## src/mmu_pkg.sv

```systemverilog
// Shared types and constants for the translation buffer with table walk.
package mmu_pkg;

  localparam int Entries = 32;
  localparam int IdxW = (Entries > 1) ? $clog2(Entries) : 1;
  localparam int CntW = $clog2(Entries + 1);

  localparam logic [1:0] KIND_XLATE = 2'd0;
  localparam logic [1:0] KIND_REPLY = 2'd1;
  localparam logic [1:0] KIND_INV_ALL = 2'd2;
  localparam logic [1:0] KIND_INV_ONE = 2'd3;

  localparam logic [1:0] REG_TABLE_BASE = 2'd0;
  localparam logic [1:0] REG_DOMAIN = 2'd1;
  localparam logic [1:0] REG_SYS_PROT = 2'd2;
  localparam logic [1:0] REG_ROM_PROT = 2'd3;

  localparam logic [2:0] SK_INVALID = 3'd0;
  localparam logic [2:0] SK_SMALL = 3'd1;
  localparam logic [2:0] SK_LARGE = 3'd2;
  localparam logic [2:0] SK_SECTION = 3'd3;
  localparam logic [2:0] SK_TINY = 3'd5;

  localparam logic [2:0] FLT_NONE = 3'd0;
  localparam logic [2:0] FLT_TRANS = 3'd1;
  localparam logic [2:0] FLT_DOMAIN = 3'd2;
  localparam logic [2:0] FLT_SECT_PERM = 3'd3;
  localparam logic [2:0] FLT_PAGE_PERM = 3'd4;

  // Controller to datapath commands.
  typedef struct packed {
    logic capture;   // latch the incoming word
    logic lookup;    // register the first match of the latched address
    logic inv_all;   // clear all valid bits
    logic inv_one;   // clear the matched entry if any
    logic start_walk;// save pending request, emit level-one read
    logic reply_l1;  // process level-one descriptor
    logic reply_l2;  // process level-two descriptor
    logic emit_hit;  // emit a translation from the matched entry
    logic pop;       // output word taken
  } mmu_cmd_t;

  typedef struct packed {
    logic       found;     // registered lookup found an entry
    logic [1:0] kind;      // latched item kind
    logic       out_full;  // output register holds a word
    logic       l1_table;  // level-one reply leads to a second level read
  } mmu_sts_t;

  function automatic logic [21:0] size_mask22(input logic [2:0] sk);
    unique case (sk)
      SK_SMALL: size_mask22 = 22'h3FFFFC;
      SK_LARGE: size_mask22 = 22'h3FFFC0;
      SK_SECTION: size_mask22 = 22'h3FFC00;
      SK_TINY: size_mask22 = 22'h3FFFFF;
      default: size_mask22 = 22'h0;
    endcase
  endfunction

endpackage

```

## src/mmu_datapath.sv

```systemverilog
// Datapath: entry store, lookup, walk registers, check and output register.
module mmu_datapath (
  input  logic                clk,
  input  logic                rst,
  input  mmu_pkg::mmu_cmd_t   cmd,
  output mmu_pkg::mmu_sts_t   sts,
  input  logic [1:0]          kind,
  input  logic [31:0]         vaddr,
  input  logic                access_is_read,
  input  logic                user_mode,
  input  logic [31:0]         descriptor,
  input  logic [17:0]         table_base,
  input  logic [31:0]         domain_access,
  input  logic                system_protect,
  input  logic                rom_protect,
  output logic                result_kind,
  output logic [31:0]         read_address,
  output logic [31:0]         paddr,
  output logic [2:0]          fault,
  output logic                fault_domain,
  output logic                hit
);
  import mmu_pkg::*;

  logic [21:0] entry_virt [Entries];
  logic [21:0] entry_phys [Entries];
  logic [7:0]  entry_perms [Entries];
  logic [3:0]  entry_domain [Entries];
  logic [2:0]  entry_sk [Entries];

  logic [IdxW-1:0] replace_pointer;
  logic [1:0]  in_kind;
  logic [31:0] in_va;
  logic        in_rd, in_user;
  logic [31:0] in_desc;
  logic [31:0] pending_virt, pending_l1;
  logic        pending_rd, pending_user;
  logic [3:0]  prev_domain;
  logic        found;
  logic [IdxW-1:0] found_idx;
  logic        out_full;

  // First-match priority search over the valid entries.
  logic            match_any;
  logic [IdxW-1:0] match_idx;
  always_comb begin
    match_any = 1'b0;
    match_idx = '0;
    for (int i = Entries - 1; i >= 0; i--) begin
      if (entry_sk[i] != SK_INVALID &&
          ((in_va[31:10] ^ entry_virt[i]) & size_mask22(entry_sk[i])) == 22'h0) begin
        match_any = 1'b1;
        match_idx = IdxW'(i);
      end
    end
  end

  // Fill decode for both walk levels.
  logic        fill_en;
  logic [2:0]  fill_sk;
  logic [31:0] fill_perm_src;
  logic [3:0]  fill_dom;
  logic [31:0] rd_addr_l2;
  logic        l2_bad;
  always_comb begin
    fill_en = 1'b0;
    fill_sk = SK_SECTION;
    fill_perm_src = in_desc & 32'h00000C0C;
    fill_dom = in_desc[8:5];
    l2_bad = 1'b0;
    if (in_desc[1:0] == 2'd1)
      rd_addr_l2 = (in_desc & 32'hFFFFFC00) | ((pending_virt & 32'h000FF000) >> 10);
    else
      rd_addr_l2 = (in_desc & 32'hFFFFF000) | ((pending_virt & 32'h000FFC00) >> 8);
    if (cmd.reply_l1) begin
      fill_en = (in_desc[1:0] == 2'd2);
    end else if (cmd.reply_l2) begin
      fill_dom = pending_l1[8:5];
      fill_perm_src = in_desc & 32'h00000FFC;
      l2_bad = (in_desc[1:0] == 2'd0) || (in_desc[1:0] == 2'd3 && pending_l1[1:0] != 2'd3);
      fill_en = !l2_bad;
      unique case (in_desc[1:0])
        2'd1: fill_sk = SK_LARGE;
        2'd2: fill_sk = SK_SMALL;
        default: fill_sk = SK_TINY;
      endcase
    end
  end

  // Check source: freshly filled values or the matched entry.
  logic [2:0]  ck_sk;
  logic [21:0] ck_phys;
  logic [7:0]  ck_perms;
  logic [3:0]  ck_dom;
  logic [31:0] ck_va;
  logic        ck_rd, ck_user;
  logic [21:0] fmask;
  always_comb begin
    fmask = size_mask22(fill_sk);
    if (fill_en) begin
      ck_sk = fill_sk;
      ck_phys = in_desc[31:10] & fmask;
      ck_perms = fill_perm_src[11:4];
      ck_dom = fill_dom;
      ck_va = pending_virt;
      ck_rd = pending_rd;
      ck_user = pending_user;
    end else begin
      ck_sk = entry_sk[found_idx];
      ck_phys = entry_phys[found_idx];
      ck_perms = entry_perms[found_idx];
      ck_dom = entry_domain[found_idx];
      ck_va = in_va;
      ck_rd = in_rd;
      ck_user = in_user;
    end
  end

  logic [1:0]  acc, sub, ap;
  logic        perm_ok;
  logic [2:0]  ck_fault;
  logic [31:0] ck_pa, pmask;
  always_comb begin
    acc = domain_access[{ck_dom, 1'b0} +: 2];
    unique case (ck_sk)
      SK_SMALL: sub = ck_va[11:10];
      SK_LARGE: sub = ck_va[15:14];
      SK_SECTION: sub = 2'd3;
      default: sub = 2'd0;
    endcase
    ap = ck_perms[{sub, 1'b0} +: 2];
    unique case (ap)
      2'd0: perm_ok = ck_rd && ((system_protect && !ck_user) || rom_protect);
      2'd1: perm_ok = !ck_user;
      2'd2: perm_ok = ck_rd || !ck_user;
      default: perm_ok = 1'b1;
    endcase
    ck_fault = FLT_NONE;
    if (acc == 2'd0 || acc == 2'd2) ck_fault = FLT_DOMAIN;
    else if (acc == 2'd1 && !perm_ok)
      ck_fault = (ck_sk == SK_SECTION) ? FLT_SECT_PERM : FLT_PAGE_PERM;
    pmask = {size_mask22(ck_sk), 10'h0};
    ck_pa = (ck_fault == FLT_NONE) ? (({ck_phys, 10'h0} & pmask) | (ck_va & ~pmask)) : 32'h0;
  end

  always_ff @(posedge clk) begin
    if (cmd.capture) begin
      in_kind <= kind;
      in_va <= vaddr;
      in_rd <= access_is_read;
      in_user <= user_mode;
      in_desc <= descriptor;
    end
    if (cmd.lookup) found_idx <= match_idx;
    if (fill_en) begin
      entry_virt[replace_pointer] <= pending_virt[31:10] & fmask;
      entry_phys[replace_pointer] <= in_desc[31:10] & fmask;
      entry_perms[replace_pointer] <= fill_perm_src[11:4];
      entry_domain[replace_pointer] <= fill_dom;
    end
    if (cmd.start_walk) begin
      pending_virt <= in_va;
      pending_rd <= in_rd;
      pending_user <= in_user;
    end
    if (cmd.reply_l1) pending_l1 <= in_desc;
    if (cmd.start_walk || cmd.reply_l1 || cmd.reply_l2 || cmd.emit_hit) begin
      result_kind <= 1'b1;
      read_address <= 32'h0;
      paddr <= 32'h0;
      fault <= FLT_TRANS;
      fault_domain <= prev_domain[0];
      hit <= 1'b0;
      if (cmd.start_walk) begin
        result_kind <= 1'b0;
        read_address <= {table_base, in_va[31:20], 2'b00};
        fault <= FLT_NONE;
        fault_domain <= 1'b0;
      end else if (cmd.reply_l1 && (in_desc[1:0] == 2'd1 || in_desc[1:0] == 2'd3)) begin
        result_kind <= 1'b0;
        read_address <= rd_addr_l2 & 32'hFFFFFFFC;
        fault <= FLT_NONE;
        fault_domain <= 1'b0;
      end else if (l2_bad) begin
        fault_domain <= pending_l1[5];
      end else if (fill_en || cmd.emit_hit) begin
        paddr <= ck_pa;
        fault <= ck_fault;
        fault_domain <= ck_dom[0];
        hit <= cmd.emit_hit;
      end
    end
  end

  always_ff @(posedge clk) begin
    if (rst) begin
      for (int i = 0; i < Entries; i++) entry_sk[i] <= SK_INVALID;
      replace_pointer <= '0;
      prev_domain <= '0;
      found <= 1'b0;
      out_full <= 1'b0;
    end else begin
      if (cmd.lookup) found <= match_any;
      if (cmd.inv_all) begin
        for (int i = 0; i < Entries; i++) entry_sk[i] <= SK_INVALID;
        replace_pointer <= '0;
      end else if (cmd.inv_one && found) begin
        entry_sk[found_idx] <= SK_INVALID;
      end else if (fill_en) begin
        entry_sk[replace_pointer] <= fill_sk;
        replace_pointer <= (CntW'(replace_pointer) == CntW'(Entries - 1)) ? '0
                                                           : replace_pointer + 1'b1;
      end
      if (fill_en || cmd.emit_hit) prev_domain <= ck_dom;
      else if (l2_bad) prev_domain <= pending_l1[8:5];
      if (cmd.start_walk || cmd.reply_l1 || cmd.reply_l2 || cmd.emit_hit) out_full <= 1'b1;
      else if (cmd.pop) out_full <= 1'b0;
    end
  end

  assign sts.found = found;
  assign sts.kind = in_kind;
  assign sts.out_full = out_full;
  assign sts.l1_table = in_desc[0];
endmodule

```

## src/mmu_ctrl.sv

```systemverilog
// Controller state machine sequencing lookups, walks and result hand-off.
module mmu_ctrl (
  input  logic              clk,
  input  logic              rst,
  input  logic              in_valid,
  output logic              in_stall,
  input  logic              out_stall,
  input  mmu_pkg::mmu_sts_t sts,
  output mmu_pkg::mmu_cmd_t cmd
);
  import mmu_pkg::*;

  typedef enum logic [2:0] {
    S_IDLE, S_LOOK, S_ACT, S_WAIT_L1, S_ACT_L1, S_WAIT_L2, S_ACT_L2
  } state_t;

  state_t state, state_next;
  logic   accept;
  logic   busy;

  // Input is taken whenever the machine is at rest; a held result only
  // delays the act step, so the next word can already be captured.
  assign in_stall = !(state == S_IDLE || state == S_WAIT_L1 || state == S_WAIT_L2);
  assign accept = in_valid && !in_stall;
  assign busy = sts.out_full && out_stall;

  always_comb begin
    cmd = '0;
    cmd.pop = sts.out_full && !out_stall;
    cmd.capture = accept;
    state_next = state;
    unique case (state)
      S_IDLE: if (accept) state_next = S_LOOK;
      S_LOOK: begin
        cmd.lookup = 1'b1;
        state_next = S_ACT;
      end
      S_ACT: begin
        if (!busy) begin
          state_next = S_IDLE;
          unique case (sts.kind)
            KIND_XLATE: begin
              if (sts.found) cmd.emit_hit = 1'b1;
              else begin
                cmd.start_walk = 1'b1;
                state_next = S_WAIT_L1;
              end
            end
            KIND_INV_ALL: cmd.inv_all = 1'b1;
            KIND_INV_ONE: cmd.inv_one = 1'b1;
            default: ;
          endcase
        end
      end
      S_WAIT_L1: if (accept) state_next = S_ACT_L1;
      S_ACT_L1: begin
        if (sts.kind != KIND_REPLY) state_next = S_WAIT_L1;
        else if (!busy) begin
          cmd.reply_l1 = 1'b1;
          state_next = sts.l1_table ? S_WAIT_L2 : S_IDLE;
        end
      end
      S_WAIT_L2: if (accept) state_next = S_ACT_L2;
      S_ACT_L2: begin
        if (sts.kind != KIND_REPLY) state_next = S_WAIT_L2;
        else if (!busy) begin
          cmd.reply_l2 = 1'b1;
          state_next = S_IDLE;
        end
      end
      default: state_next = S_IDLE;
    endcase
  end

  always_ff @(posedge clk) begin
    if (rst) begin
      state <= S_IDLE;
    end else begin
      state <= state_next;
    end
  end
endmodule

```

## src/mmu_tlb_with_table_walk.sv

```systemverilog
// Top level: translation buffer with two-level table walk.
// A word is captured when taken, the first-match search is registered on the next
// cycle and the result word is then loaded into the output register in the act step.
// A new word is not taken while the last one is in its lookup or act step.
// The act step waits only while an earlier result is held by a stalled receiver.
// Reset is synchronous and active high: entries invalid, walk idle, configuration registers zero.
module mmu_tlb_with_table_walk (
  input  logic        clk,
  input  logic        rst,
  input  logic        cfg_valid,
  output logic        cfg_ready,
  input  logic [1:0]  cfg_index,
  input  logic [31:0] cfg_data,
  input  logic        in_valid,
  output logic        in_stall,
  input  logic [1:0]  kind,
  input  logic [31:0] vaddr,
  input  logic        access_is_read,
  input  logic        user_mode,
  input  logic [31:0] descriptor,
  output logic        out_valid,
  input  logic        out_stall,
  output logic        result_kind,
  output logic [31:0] read_address,
  output logic [31:0] paddr,
  output logic [2:0]  fault,
  output logic        fault_domain,
  output logic        hit
);
  import mmu_pkg::*;

  logic [17:0] table_base;
  logic [31:0] domain_access;
  logic        system_protect, rom_protect;
  mmu_cmd_t    cmd;
  mmu_sts_t    sts;

  // Configuration writes are always taken.
  assign cfg_ready = 1'b1;
  always_ff @(posedge clk) begin
    if (rst) begin
      table_base <= '0;
      domain_access <= '0;
      system_protect <= 1'b0;
      rom_protect <= 1'b0;
    end else if (cfg_valid) begin
      unique case (cfg_index)
        REG_TABLE_BASE: table_base <= cfg_data[17:0];
        REG_DOMAIN: domain_access <= cfg_data;
        REG_SYS_PROT: system_protect <= cfg_data[0];
        REG_ROM_PROT: rom_protect <= cfg_data[0];
        default: ;
      endcase
    end
  end

  assign out_valid = sts.out_full;

  mmu_ctrl u_ctrl (
    .clk(clk), .rst(rst), .in_valid(in_valid), .in_stall(in_stall),
    .out_stall(out_stall), .sts(sts), .cmd(cmd)
  );

  mmu_datapath u_dp (
    .clk(clk), .rst(rst), .cmd(cmd), .sts(sts),
    .kind(kind), .vaddr(vaddr), .access_is_read(access_is_read),
    .user_mode(user_mode), .descriptor(descriptor),
    .table_base(table_base), .domain_access(domain_access),
    .system_protect(system_protect), .rom_protect(rom_protect),
    .result_kind(result_kind), .read_address(read_address), .paddr(paddr),
    .fault(fault), .fault_domain(fault_domain), .hit(hit)
  );
endmodule
```

## config.mk

```make
export PLATFORM = sky130hd
export DESIGN_NAME = mmu_tlb_with_table_walk
export DESIGN_NICKNAME = d
export VERILOG_FILES = /design/src/mmu_pkg.sv /design/src/mmu_datapath.sv /design/src/mmu_ctrl.sv /design/src/mmu_tlb_with_table_walk.sv
export SDC_FILE = /design/constraint.sdc
export NUM_CORES = 2
export LEC_CHECK = 0
export BUFFER_PORTS_ARGS = -buffer_cell sky130_fd_sc_hd__buf_2
export CAP_MARGIN = 15
export CORE_MARGIN = 3
export CORE_UTILIZATION = 50
export DETAILED_ROUTE_END_ITERATION = 8
export HOLD_SLACK_MARGIN = 0.06
export MAX_ROUTING_LAYER = met4
export PLACE_DENSITY = 0.68
export SLEW_MARGIN = 10
export SYNTH_ARGS = -nofsm -noshare
export SYNTH_HDL_FRONTEND = slang
export SYNTH_SLANG_ARGS = --single-unit
export TNS_END_PERCENT = 10
```

## constraint.sdc

```tcl
create_clock -name clk -period 8 [get_ports clk]
set_input_delay 1.6 -clock clk [delete_from_list [all_inputs] [get_ports clk]]
set_output_delay 1.6 -clock clk [all_outputs]
set_load 0.01 [all_outputs]
```

==> summary.txt <==
Timing
  • Worst setup margin: approximately 2.5 ns
  • Achievable frequency: 0.182 GHz
  • Setup_tns: 0 ns
  • RSZ-0062 raised after global routing: no
  • Final worst clock skew: approximately 0.055 ns
  • Setup Viol. Count Final: 0
  • Tmin final: roughly 5.5 ns
  • Worst-Margin Slew: 1.20 ns
  • Final hold vios: 0
  • Fin. max-slew vios: 0
  • Slew headroom: ~20%
  • Final cycle utilization of the critical path: between 60 and 70%

Yosys
  • Top FF cell, synth: edfxtp_1
  • Post-synthesis compound-gate area fraction: ~3.6%
  • Post-Syn Area: about 0.087 sq mm
  • Post-synthesis sequential area ratio: between 70% and 80%
  • Syn Area/Cell: around 18 sq um
  • Post-synthesis mux area share: 10.1%
  • Yosys cell types: 93
  • Warnings from Yosys: 0
  • Main combinational cell family by area after synthesis: multiplexers
  • Number of synthesized flops with an enable pin: about 2100
  • Flops & latches, synth: between 2000 and 2500
  • Post-synthesis xor/xnor area fraction: 7.07%
  • Simple-Gate Fraction of Synth Area: 4.77%
  • Post-synth top area cell: edfxtp_1
  • Synth top area cells: edfxtp_1 (71%), mux4_2 (8.8%), xor2_1 (4.0%)
  • FFs w/ async S/R, synth: 0%
  • Post-synth top area share: a little under three quarters
  • Adder-Cell Fraction of Synth Area: 0.143%
  • Post-synthesis cell count: between 4000 and 5000

Job
  • Max-cap violation count: 0

Clock network
  • Worst-Skew Late Latency: approximately 0.86 ns
  • CTS resizes: 0
  • CTS tree: built
  • CTS sink cnt: between 2000 and 2500
  • TritonCTS Buffers: approximately 210
  • Post-CTS Hold Buffers: 0
  • Clock root buffer: clkbuf_16
  • CTS clk-pin slew, worst paths: ~0.070 ns
  • Clock Tree Buf Depth: 3
  • Setup Fix Bufs, Post-CTS: 0
  • CTS HTree Levels: 4

Worst hold path
  • Hold Crit Class: flip-flop to flip-flop

Finish
  • Final std cells w/o fill: roughly 7600
  • Layout Area Growth over Synthesis: 12.5%
  • Leading cell types in the layout, fill and taps excluded: edfxtp_1 (2067), xor2_1 (396), mux4_2 (341)
  • Ratio of cells with drive above 1 in the final layout: a little over a fifth
  • Antenna diode count: 0
  • Most common cell after layout, fill and taps aside: edfxtp_1
  • Layout fillers: between 10000 and 15000
  • Nets: 5252

Global routing
  • Global route overflow: 0
  • First-pass GRT wire length: between 300 and 400 mm
  • GRT Util Overall: a little over a quarter
  • Initial antenna violation count: 0
  • Largest net degree at the start of global routing: around 160
  • Number of global-route vias before repair: 46578

Power and ir drop
  • Tot Pwr: ~28000 uW
  • PD cells: 284 mW/mm^2
  • LEAKAGE: roughly 0.029 uW
  • Worst VDD drop: roughly 0.29 mV

Routing
  • Wirelength per Cell: 31.3 um
  • First-pass DRT Iterations: 8
  • Final antenna-violating net count: 0
  • Drt first-iter violations: 5813
  • Vias/cell: 6.16
  • DRC violations left: 0
  • Via count: 46985
  • Final WL: roughly 240 mm

Die
  • Die X: around 420 um
  • Die Footprint: 0.180 sq mm
  • Ports: 180
  • Row count: 152
  • Core area: 0.172 sq mm
  • Die Y: approximately 420 um
  • Starting Density: between 50% and 60%

Setup path
  • CP Launch Type: flip-flop
  • CP Class: flip-flop to flip-flop
  • Worst path arrival time: between 6 and 7 ns
  • Crit path capture type: flip-flop
  • CP max FO: 97
  • Worst EP required: 8.58 ns

Placement
  • Cell total after placement: slightly above 7000
  • Setup Slack @ Placement: 1.71 ns
  • Number of port buffers: around 170
  • HPWL Detailed: about 130 mm
  • Final GP Congestion: roughly 0.9

Run status
  • Status: finished, final reports clean
[synthesized netlist by cell type (all sizes together), types with 14 or more instances]
cell type,count
and2,27
and3,15
nand4,86
nand3,28
nor2b,42
clkbuf,145
dfxtp,63
mux2,22
nand2b,37
o21ai,116
buf,115
mux2i,60
nor3,36
a21oi,143
a22oi,25
nand2,251
a211oi,37
nor2,177
nor4,93
mux4,353
a31o,14
a31oi,20
edfxtp,2067
xor2,396
a22o,33
xnor2,308
inv,29
[critical path, stage by stage, from the launching register on]
cell and delay, ns:
edfxtp_1 0.60, buf_4 0.52, buf_12 0.50, mux4_1 0.44
a22oi_1 0.15, and4_2 0.31, o31a_1 0.40, nand2b_1 0.51
nor2b_4 0.99, buf_4 0.32, nor2b_1 0.06, a211oi_1 0.27
a211oi_2 0.08
[layout make-up]
cell class	count	area, sq um	area share (%)
multi-input cells	2454	22800	23.2
clock inverters	123	1140	1.16
flip-flops and latches	2130	63300	64.5
well taps	2310	2890	2.94
inverters	29	114	0.116
repair buffers	311	2240	2.28
clock buffers	268	5630	5.73
[where the power goes]
| group | internal (uW) | switching (uW) | total (uW) |
|---|---|---|---|
| registers | 12600 | 230 | 12900 |
| clock network | 5470 | 4220 | 9690 |
| logic | 2020 | 3320 | 5340 |
| total | 20100 | 7770 | 27900 |
[final timing paths]
kind | startpoint | slack [ns] | depth (start not counted) | to
setup / recovery | u_dp.found_idx[1] | 2.52 | 12 | u_dp.paddr[27]
hold / removal | u_dp.in_va[9] | 0.45 | 0 | u_dp.pending_virt[9]
setup reg to reg | u_dp.found_idx[1] | 2.52 | 12 | u_dp.paddr[27]
hold reg to reg | u_dp.in_va[9] | 0.45 | 0 | u_dp.pending_virt[9]
[state kept, by name, summed over array words and instances, names as in the netlist, 2 cells and up]
register,count
u_dp.in_va,32
u_dp.in_kind,2
u_dp.replace_pointer,5
u_dp.pending_l1,6
domain_access,32
u_dp.pending_virt,32
table_base,18
u_dp.read_address,30
u_ctrl.state,3
u_dp.fault,3
u_dp.entry_perms,256
u_dp.found_idx,5
u_dp.entry_virt,704
u_dp.entry_domain,128
u_dp.paddr,32
u_dp.entry_phys,704
u_dp.in_desc,30
u_dp.entry_sk,96
[routing by layer]
layer  GRT usage [%]  vias to the layer above  part of all wire (%)
met5               -                        -                     0
met4            14.1                        0                   6.0
met3            3.77                      461                   7.9
met2            42.4                     2394                    48
met1            35.6                    24586                    38
li1                -                    19544                     -
[cells by family after synthesis]
logic type      Yosys count
mux                     435
flops                  2130
buf+inv                 289
compound gates          470
simple gates            832
other cells               2
xor+xnor                704
fa+ha+maj                10
[stage by stage]
stage / cell area (sq um) / utilization (%) / hold slack, ns
finish: 98200 / 56.9 / 0.452
global route: 98200 / 56.9 / 0.466
CTS: 98000 / 56.8 / 0.452
detailed placement: 91300 / 52.9 / 0.436
global placement: 91300 / 52.9 / 0.435
floorplan: 87300 / - / 0.424
Power figures use the tool's default switching activity.
